### src/hdl/mau_pkg.sv
// mau_pkg: shared types and constants of the modular arithmetic unit
// action codes, sequencer states and the reducer request bundle
// no dependencies
`default_nettype none

package mau_pkg;

  // width of the bit stream fed to the reducer and of its bit counter
  localparam int unsigned VAL_W = 64;
  localparam int unsigned CNT_W = 7;

  // modulus after reset, before any masking to the residue width
  localparam logic [30:0] MOD_RESET = 31'd998244353;

  typedef enum logic [2:0] {
    ACT_REDUCE = 3'd0,
    ACT_ADD    = 3'd1,
    ACT_SUB    = 3'd2,
    ACT_MUL    = 3'd3,
    ACT_NEG    = 3'd4,
    ACT_POW    = 3'd5,
    ACT_INV    = 3'd6,
    ACT_DIV    = 3'd7
  } action_t;

  typedef enum logic [3:0] {
    ST_IDLE,
    ST_RED_A,
    ST_RED_B,
    ST_EXEC,
    ST_POW_TEST,
    ST_MUL,
    ST_MRED,
    ST_MWAIT,
    ST_FINISH
  } state_t;

  // where a reduced product goes
  typedef enum logic [1:0] {
    D_ACC,
    D_BASE,
    D_RES
  } dest_t;

  typedef struct packed {
    logic             start;
    logic [CNT_W-1:0] nbits;
  } red_req_t;

endpackage

`default_nettype wire

### src/hdl/mau_reducer.sv
// mau_reducer: bit-serial remainder of a left-aligned value modulo m
// one shift and one compare-subtract per cycle
// depends on mau_pkg
`default_nettype none

module mau_reducer #(
  parameter int unsigned RW = 31
) (
  input  wire logic                      clk,
  input  wire logic                      rst,
  input  wire mau_pkg::red_req_t         req,
  input  wire logic [mau_pkg::VAL_W-1:0] val,
  input  wire logic [RW-1:0]             m,
  output logic                           done,
  output logic [RW-1:0]                  rem
);
  import mau_pkg::*;

  logic             busy;
  logic [CNT_W-1:0] cnt;
  logic [VAL_W-1:0] sreg;
  logic [RW:0]      trial;
  logic [RW:0]      diff;
  logic [RW-1:0]    rem_next;

  // shift the next bit in, then one conditional subtract keeps rem below m
  always_comb begin
    trial = {rem, sreg[VAL_W-1]};
    diff  = trial - {1'b0, m};
    if (trial >= {1'b0, m}) begin
      rem_next = diff[RW-1:0];
    end else begin
      rem_next = trial[RW-1:0];
    end
  end

  always_ff @(posedge clk) begin
    if (rst) begin
      busy <= 1'b0;
      done <= 1'b0;
      cnt  <= '0;
    end else begin
      done <= 1'b0;
      if (req.start) begin
        busy <= 1'b1;
        cnt  <= req.nbits;
      end else if (busy) begin
        cnt <= cnt - CNT_W'(1);
        if (cnt == CNT_W'(1)) begin
          busy <= 1'b0;
          done <= 1'b1;
        end
      end
    end
  end

  always_ff @(posedge clk) begin
    if (req.start) begin
      sreg <= val;
      rem  <= '0;
    end else if (busy) begin
      sreg <= {sreg[VAL_W-2:0], 1'b0};
      rem  <= rem_next;
    end
  end

endmodule

`default_nettype wire

### src/hdl/modular_arithmetic_unit.sv
// modular_arithmetic_unit: top level, sequencer, shared multiplier, output register
// instantiates mau_reducer, uses mau_pkg
// reduce, add, sub, mul, neg, pow, inv (fermat) and div over a configured modulus
`default_nettype none

// channel   direction  handshake               payload
// in        in         in_valid / in_stall     action, operand_a, operand_b
// out       out        out_valid / out_stall   result
// cfg       in         cfg_valid / cfg_ready   modulus
//
// one request at a time; in_stall is high from acceptance until the result is
// loaded into the output register (a waiting result does not block a new request)
// the time per request is set by the bit-serial reducer: it reduces operand_a after
// acceptance, then operand_b where the action uses it, then the product of each modular
// multiply (W = residue width); pow/inv/div use up to two multiplies per exponent bit
// rst is synchronous; it restores the modulus to 998244353 (masked to W bits)

module modular_arithmetic_unit #(
  parameter int unsigned RESIDUE_WIDTH = 31
) (
  input  wire logic        clk,
  input  wire logic        rst,
  // request channel
  input  wire logic        in_valid,
  output logic             in_stall,
  input  wire logic [2:0]  action,
  input  wire logic [63:0] operand_a,
  input  wire logic [62:0] operand_b,
  // result channel
  output logic             out_valid,
  input  wire logic        out_stall,
  output logic [30:0]      result,
  // modulus write channel
  input  wire logic        cfg_valid,
  output logic             cfg_ready,
  input  wire logic [30:0] modulus
);
  import mau_pkg::*;

  // effective residue width: the modulus field itself is 31 bits
  localparam int unsigned RW = (RESIDUE_WIDTH < 31) ? RESIDUE_WIDTH : 31;
  localparam int unsigned PW = 2 * RW;

  state_t        state;
  state_t        state_next;
  action_t       act;
  dest_t         dest;
  logic [RW-1:0] mod_q;
  logic          a_neg;
  logic [62:0]   b_raw;
  logic [RW-1:0] a_res;
  logic [RW-1:0] b_res;
  logic [RW-1:0] res;
  logic [RW-1:0] acc;
  logic [RW-1:0] base;
  logic [62:0]   expo;
  logic [RW-1:0] mul_x;
  logic [RW-1:0] mul_y;
  logic [PW-1:0] prod;

  red_req_t         red_req;
  logic [VAL_W-1:0] red_val;
  logic             red_done;
  logic [RW-1:0]    red_rem;

  logic             mod_small;
  logic             needs_b;
  logic [63:0]      a_mag;
  logic [RW:0]      add_sum;
  logic [RW:0]      add_red;
  logic [RW:0]      sub_val;
  logic             out_free;

  mau_reducer #(
    .RW (RW)
  ) u_reducer (
    .clk  (clk),
    .rst  (rst),
    .req  (red_req),
    .val  (red_val),
    .m    (mod_q),
    .done (red_done),
    .rem  (red_rem)
  );

  assign cfg_ready = 1'b1;
  assign mod_small = (mod_q < RW'(2));
  assign needs_b   = (act == ACT_ADD) || (act == ACT_SUB) ||
                     (act == ACT_MUL) || (act == ACT_DIV);
  // magnitude of the signed operand; the most negative value maps to 2^63
  assign a_mag     = operand_a[63] ? (~operand_a + 64'd1) : operand_a;
  assign out_free  = !out_valid || !out_stall;

  // add and sub on residues, one correction each
  always_comb begin
    add_sum = {1'b0, a_res} + {1'b0, b_res};
    add_red = add_sum - {1'b0, mod_q};
    if (a_res >= b_res) begin
      sub_val = {1'b0, a_res} - {1'b0, b_res};
    end else begin
      sub_val = {1'b0, a_res} + {1'b0, mod_q} - {1'b0, b_res};
    end
  end

  // modulus register
  always_ff @(posedge clk) begin
    if (rst) begin
      mod_q <= MOD_RESET[RW-1:0];
    end else if (cfg_valid && cfg_ready) begin
      mod_q <= modulus[RW-1:0];
    end
  end

  always_ff @(posedge clk) begin
    if (rst) begin
      state <= ST_IDLE;
    end else begin
      state <= state_next;
    end
  end

  // next state
  always_comb begin
    state_next = state;
    unique case (state)
      ST_IDLE: begin
        if (in_valid) begin
          state_next = mod_small ? ST_FINISH : ST_RED_A;
        end
      end
      ST_RED_A: begin
        if (red_done) begin
          state_next = needs_b ? ST_RED_B : ST_EXEC;
        end
      end
      ST_RED_B: begin
        if (red_done) begin
          state_next = ST_EXEC;
        end
      end
      ST_EXEC: begin
        unique case (act)
          ACT_MUL: state_next = ST_MUL;
          ACT_POW: state_next = ST_POW_TEST;
          ACT_INV: state_next = (a_res == '0) ? ST_FINISH : ST_POW_TEST;
          ACT_DIV: state_next = (b_res == '0) ? ST_FINISH : ST_POW_TEST;
          default: state_next = ST_FINISH;
        endcase
      end
      ST_POW_TEST: begin
        if (expo == '0) begin
          state_next = (act == ACT_DIV) ? ST_MUL : ST_FINISH;
        end else begin
          state_next = ST_MUL;
        end
      end
      ST_MUL:  state_next = ST_MRED;
      ST_MRED: state_next = ST_MWAIT;
      ST_MWAIT: begin
        if (red_done) begin
          unique case (dest)
            D_ACC:   state_next = (expo[62:1] == '0) ? ST_POW_TEST : ST_MUL;
            D_BASE:  state_next = ST_POW_TEST;
            default: state_next = ST_FINISH;
          endcase
        end
      end
      ST_FINISH: begin
        if (out_free) begin
          state_next = ST_IDLE;
        end
      end
      default: state_next = ST_IDLE;
    endcase
  end

  // sequencer outputs: request stall and reducer requests
  always_comb begin
    in_stall      = (state != ST_IDLE);
    red_req.start = 1'b0;
    red_req.nbits = CNT_W'(VAL_W);
    red_val       = a_mag;
    unique case (state)
      ST_IDLE: begin
        red_req.start = in_valid && !mod_small;
      end
      ST_RED_A: begin
        // operand_b is left aligned: 63 bits then a pad bit
        red_req.start = red_done && needs_b;
        red_req.nbits = CNT_W'(63);
        red_val       = {b_raw, 1'b0};
      end
      ST_MRED: begin
        red_req.start = 1'b1;
        red_req.nbits = CNT_W'(PW);
        red_val       = {prod, {(VAL_W - PW){1'b0}}};
      end
      default: begin
      end
    endcase
  end

  // datapath registers
  always_ff @(posedge clk) begin
    unique case (state)
      ST_IDLE: begin
        if (in_valid) begin
          act   <= action_t'(action);
          a_neg <= operand_a[63];
          b_raw <= operand_b;
          res   <= '0;
        end
      end
      ST_RED_A: begin
        if (red_done) begin
          if (a_neg && (red_rem != '0)) begin
            a_res <= mod_q - red_rem;
          end else begin
            a_res <= red_rem;
          end
        end
      end
      ST_RED_B: begin
        if (red_done) begin
          b_res <= red_rem;
        end
      end
      ST_EXEC: begin
        acc <= RW'(1);
        unique case (act)
          ACT_REDUCE: res <= a_res;
          ACT_ADD: begin
            if (add_sum >= {1'b0, mod_q}) begin
              res <= add_red[RW-1:0];
            end else begin
              res <= add_sum[RW-1:0];
            end
          end
          ACT_SUB: res <= sub_val[RW-1:0];
          ACT_MUL: begin
            mul_x <= a_res;
            mul_y <= b_res;
            dest  <= D_RES;
          end
          ACT_NEG: res <= (a_res == '0) ? '0 : (mod_q - a_res);
          ACT_POW: begin
            base <= a_res;
            expo <= b_raw;
          end
          ACT_INV: begin
            res  <= '0;
            base <= a_res;
            expo <= 63'(mod_q - RW'(2));
          end
          default: begin
            // divide: invert b first, then multiply by a
            res  <= '0;
            base <= b_res;
            expo <= 63'(mod_q - RW'(2));
          end
        endcase
      end
      ST_POW_TEST: begin
        if (expo == '0) begin
          res   <= acc;
          mul_x <= a_res;
          mul_y <= acc;
          dest  <= D_RES;
        end else if (expo[0]) begin
          mul_x <= acc;
          mul_y <= base;
          dest  <= D_ACC;
        end else begin
          mul_x <= base;
          mul_y <= base;
          dest  <= D_BASE;
        end
      end
      ST_MUL: begin
        prod <= {{RW{1'b0}}, mul_x} * {{RW{1'b0}}, mul_y};
      end
      ST_MWAIT: begin
        if (red_done) begin
          unique case (dest)
            D_ACC: begin
              acc <= red_rem;
              if (expo[62:1] == '0) begin
                // last exponent bit: the final squaring is not needed
                expo <= '0;
              end else begin
                mul_x <= base;
                mul_y <= base;
                dest  <= D_BASE;
              end
            end
            D_BASE: begin
              base <= red_rem;
              expo <= {1'b0, expo[62:1]};
            end
            default: res <= red_rem;
          endcase
        end
      end
      default: begin
      end
    endcase
  end

  // output register
  always_ff @(posedge clk) begin
    if (rst) begin
      out_valid <= 1'b0;
    end else if ((state == ST_FINISH) && out_free) begin
      out_valid <= 1'b1;
    end else if (!out_stall) begin
      out_valid <= 1'b0;
    end
  end

  always_ff @(posedge clk) begin
    if ((state == ST_FINISH) && out_free) begin
      result <= 31'(res);
    end
  end

endmodule

`default_nettype wire
### config.mk
export PLATFORM = sky130hd
export DESIGN_NAME = modular_arithmetic_unit
export DESIGN_NICKNAME = d
export VERILOG_FILES = /design/src/hdl/mau_pkg.sv /design/src/hdl/mau_reducer.sv /design/src/hdl/modular_arithmetic_unit.sv
export SDC_FILE = /design/constraint.sdc
export NUM_CORES = 2
export LEC_CHECK = 0
export ABC_AREA = 1
export BUFFER_PORTS_ARGS = -buffer_cell sky130_fd_sc_hd__buf_4
export CAP_MARGIN = 20
export CORE_ASPECT_RATIO = 1.1
export CORE_MARGIN = 8
export CORE_UTILIZATION = 38
export DETAILED_ROUTE_END_ITERATION = 7
export PLACE_DENSITY = 0.64
export SYNTH_ARGS = -nofsm -noshare
export SYNTH_HDL_FRONTEND = slang
export SYNTH_HIERARCHICAL = 1
export SYNTH_SLANG_ARGS = --single-unit
### constraint.sdc
create_clock -name clk -period 6.85 [get_ports clk]
set_input_delay 1.0275 -clock clk [delete_from_list [all_inputs] [get_ports clk]]
set_output_delay 1.0275 -clock clk [all_outputs]
set_load 0.02 [all_outputs]
# Word-level counts from Yosys, hierarchy flattened
# Index checks and enable logic that the tools add are counted.
# W data, S select, Z words.
# word_totals
ff_bits,582
inputBits,166
out_inout_bits,34
wordCells,180
# op_classes
addsub,11
multipliers,1
n_lt_le_gt_ge,4
eq_ne,33
n_mux,69
n_bitwise,2
n_reduce_logical,38
# ops
cell,n
$mux W31,21
$pmux W63 S2,3
$mux W64,3
$pmux W31 S2,3
$pmux W31 S3,2
$sub A31 B31 Y31,6
$pmux W31 S5,1
$pmux W64 S2,1
$mux W63,2
$pmux W31 S4,1
$add A64 B1 Y64 const B,1
$ge A32 B31 Y1,2
$not A64 Y64,1
$logic_not A63 Y1,1
$logic_not A31 Y1,2
$logic_not A62 Y1,1
$mul A31 B31 Y62,1
$mux W4,10
$pmux W4 S9,1
$add A31 B31 Y32,1
$sub A31 B2 Y32 const B,1
$add A31 B31 Y31,1
$ge A31 B31 Y1,1
$lt A31 B2 Y1 const B,1
41 further kinds,90

# Longest topological paths before layout
# logic_depth
depth_word,7
ltp_mapped,31
mapped_depth_nobuf,30

# Hierarchy
# The synthesis kept the hierarchy.
# modules_own_cells
module,instances,cells_each,area_per_inst_um2,seq_area_each_um2
modular_arithmetic_unit,1,9984,72095.4,13993.4
mau_reducer,1,1106,7275.7,2722.6

# Worst setup path before layout
# No wires, ideal clock.
# synth_timing
kind,input to register
from,in in_valid
to,reg u_reducer.sreg[0] (enable)
setup_time_ns,0.454
t_arrival_ns,6.612
required_ns,6.396
path_slack_ns,-0.216
cell_stages,8
path_buffers,2
cell_sequence,inv_1 nor2_1 a21oi_1 o21ai_0 buf_2 nor2_1 inv_1 clkbuf_1
# synth_lines
element,line_no,text
"start, declared",modular_arithmetic_unit.sv:24,"input wire logic in_valid,"
"end signal, assigned",mau_reducer.sv:59,sreg <= val;
"end signal, assigned",mau_reducer.sv:62,"sreg <= {sreg[VAL_W-2:0], 1'b0};"
"end, declared",mau_reducer.sv:21,logic [VAL_W-1:0] sreg;

# Worst setup path after layout
# layout_timing
from,reg mul_x[15]
to,reg prod[53] (data pin)
# layout_via
elab_chain_cells,1
# layout_lines
element,line_no,text
"start, declared",modular_arithmetic_unit.sv:57,logic [RW-1:0] mul_x;
"start signal, assigned",modular_arithmetic_unit.sv:241,mul_x <= a_res;
"start signal, assigned",modular_arithmetic_unit.sv:266,mul_x <= a_res;
"start signal, assigned",modular_arithmetic_unit.sv:274,mul_x <= base;
$mul A31 B31 Y62,modular_arithmetic_unit.sv:280,"prod <= {{RW{1'b0}}, mul_x} * {{RW{1'b0}}, mul_y};"
"end signal, assigned",modular_arithmetic_unit.sv:280,
"end, declared",modular_arithmetic_unit.sv:59,logic [PW-1:0] prod;
# Every way passes these cells.
# A chain may end at the register's enable or synchronous reset.

==> flow_summary.ini <==
[status]
status = completed

[setup_path]
slowest_delay_ns = 0.59
cp.required_ns = 7.30
cp_num_buf_inv = 7
crit_type = reg2reg
r2r_end = prod[53]
crit_path_frequent_cell = fa_1
crit_family = adder cells
slowest_stage = fa_2
r2r-start = mul_x[15]
ff2ff_path_depth = 25
r2r_slack_ns = 0.05
cp-end-kind = register
worst_setup_path_start_kind = register
worst_ep_arrival_time_ns = 7.25
cp_max_fo = 7

[drt]
vias = 74400
drc = 0
drt_pass1_iterations = 8
drtAntennaViolNets = 0
drtIter0Drc = 7433
avgRoutedWirePerCell_microns = 22.0
via_per_inst = 5.20
routed_wl_microns = 316000

[cts]
cts.reportedPaths.clkPinSlew_ns = 0.06
cts_buffers = 70
cts-root-buf = clkbuf_16
ctsHoldBuffers = 0
cts_tree = built
cts_buffer_depth = 3
htree_levels = 3
cts_num_sinks = 582
insertion_delay_ns = 0.72

[synth]
synth_cell_type_count = 65
yosysWarnings = 6
ys_seq_area_share_pct = 21.1
synth_top_area_cell = fa_1
synth_top_area_share_pct = 22.0
synth.most_common_cell = nand2_1
synthFlopType = edfxtp_1
synthArstFlopShare_pct = 0
synth-edff-count = 506
syn-num-nets = 12600
ys_top_cells_by_count = nand2_1 (3288), inv_1 (2606), fa_1 (873), nor2_1 (635), nand3_1 (580)
netlist_area_sq_um = 79400
synth_cells = 11100
synth.top_cells.by_area = fa_1 (22%), edfxtp_1 (19%), nand2_1 (16%)
synth_area_per_cell_sq_um = 7.16
ys_ff_latch = 582

[die]
core-area_sq_um = 208000
initial_core_util_pct = 38.1
io_pins = 200
dieArea_sq_um = 224000
die_h_microns = 495
fp-row-count = 176
die_width_microns = 452

[layout]
utilization_pct = 43.9
final_nets = 13000
final_cells = 14300
layout-drive-gt1-share_pct = 10.2
design_area_sq_um = 91400
syn2layout_area_growth_pct = 15.2

[sta]
skew_ns = 0.0772
max_slew_margin_pct = 24.6
min_period_over_period_pct = 99.2
fmax_mhz = 147
drv_slew = 0
rsz0062_at_grt = true
setup_viol = 0
hold_viol_final = 0
finalSetupTns_ns = 0
tightestPinTransition_ns = 1.12
fin_crit_ns = 6.80

[global_routing]
grt_pass1_vias = 72700
grt_max_degree = 108
grt-ovfl-total = 0
antenna_found_initial = 16
grt_usage_pct = 27.3
grt_pass1_wl_microns = 460000

[placed_design]
dp_hpwl_microns = 258000
dp_cells = 14200
placed_cell_area_sq_um = 87400
portBuffers = 198
gp_congestion = 1.08

[run]
cap_violations = 0

[worst_hold_path]
whs_path_depth = 0
hold_start = res[18]
worstHoldEndpoint = result[18]
hold_class = reg2reg
-- sequential cells by signal (all words and copies together), names as in the netlist, 2 cells and up --
name,cells
b_res,31
state,4
act,3
dest,2
u_reducer/cnt,7
prod,62
a_res,31
u_reducer/sreg,64
mul_y,31
expo,63
base,31
u_reducer/rem,31
res,31
mod_q,31
mul_x,31
acc,31
result,31
b_raw,63
-- worst reg2reg max path: cells and delay by family, from the launching register on --
kind | cells | cell delay, ns
adder cells (fa/ha/maj) | 9 | 4.44
AND/OR/NAND/NOR | 7 | 0.84
AO/OA/AOI/OAI | 1 | 0.09
XOR/XNOR | 1 | 0.13
flip-flops | 1 | 0.42
buffers and inverters | 7 | 0.68
-- logic make-up (layout without fill, tap and decap cells) --
group / Yosys count / count (layout) / share of synthesized area (%)
multiplexers: 8 / 8 / 0.101
AND/OR/NAND/NOR: 4872 / 4872 / 25.2
AO/OA/AOI/OAI: 1053 / 1053 / 7.43
XOR/XNOR: 185 / 185 / 2.04
flip-flops: 582 / 582 / 21.1
other: 1 / 9 / 0.00472
buffers and inverters: 3043 / 3504 / 14.7
adder cells (fa/ha/maj): 1346 / 1346 / 29.5
-- final cells by class --
| type | count | area [sq um] |
|---|---|---|
| Timing Repair Buffer | 727 | 6430 |
| Sequential cell | 582 | 16700 |
| Antenna cell | 8 | 20.0 |
| Tap cell | 2759 | 3450 |
| Inverter | 2653 | 9960 |
| Clock inverter | 44 | 602 |
| Multi-Input combinational cell | 7465 | 52400 |
| Clock buffer | 80 | 1810 |
| Fill cell | 21400 | 117000 |
-- per-layer routing --
metal  up-vias  GRT usage (%)  wire length, microns
li1      34600              -                     -
met1     35600           32.0                116000
met2      3333           45.5                147000
met3       942           4.73                 25300
met4         6           19.1                 27600
met5         -              0                    33
-- layout by cell type, fill, tap and decap left out, drive strengths merged, types with 76 or more instances in the layout --
cell type	synthesis	routed
dfxtp	76	76
inv	2630	2635
ha	473	473
buf	83	721
xor2	120	120
o21ai	405	405
o22ai	80	80
nand4	128	128
nor2	656	656
edfxtp	506	506
clkbuf	307	86
fa	873	873
nand3	583	583
nand2	3307	3307
a21oi	376	376
-- how the worst max path moves through the flow --
stage | from | to | slack [ns] | cells after the start
after floorplan | mul_x[29] | prod[59] | 0.41 | 24
after global placement | mul_x[16] | prod[25] | -0.18 | 23
after CTS | mul_y[13] | prod[57] | -0.02 | 26
after global routing | mul_x[13] | prod[57] | -0.16 | 26
final | mul_x[15] | prod[53] | 0.05 | 25
after detailed placement | mul_x[16] | prod[57] | -0.19 | 23
-- timing repair --
| action | in CTS | in global routing |
|---|---|---|
| pin swaps | 12 | 100 |
| gates cloned | 0 | 6 |
| buffers inserted | 3 | 13 |
| gates resized for setup | 46 | 271 |
| endpoints found under the setup margin | 25 | 41 |
-- per-stage QoR --
step | hold WS, ns | setup slack (ns)
after CTS | 0.414 | -0.0173
after global placement | 0.401 | -0.175
after global routing | 0.418 | -0.162
after detailed placement | 0.405 | -0.185
final | 0.413 | 0.0514
after floorplan | 0.400 | 0.415
Power is not shown: default switching activity piles up to over one toggle a cycle in this logic, so the estimate is an artifact.
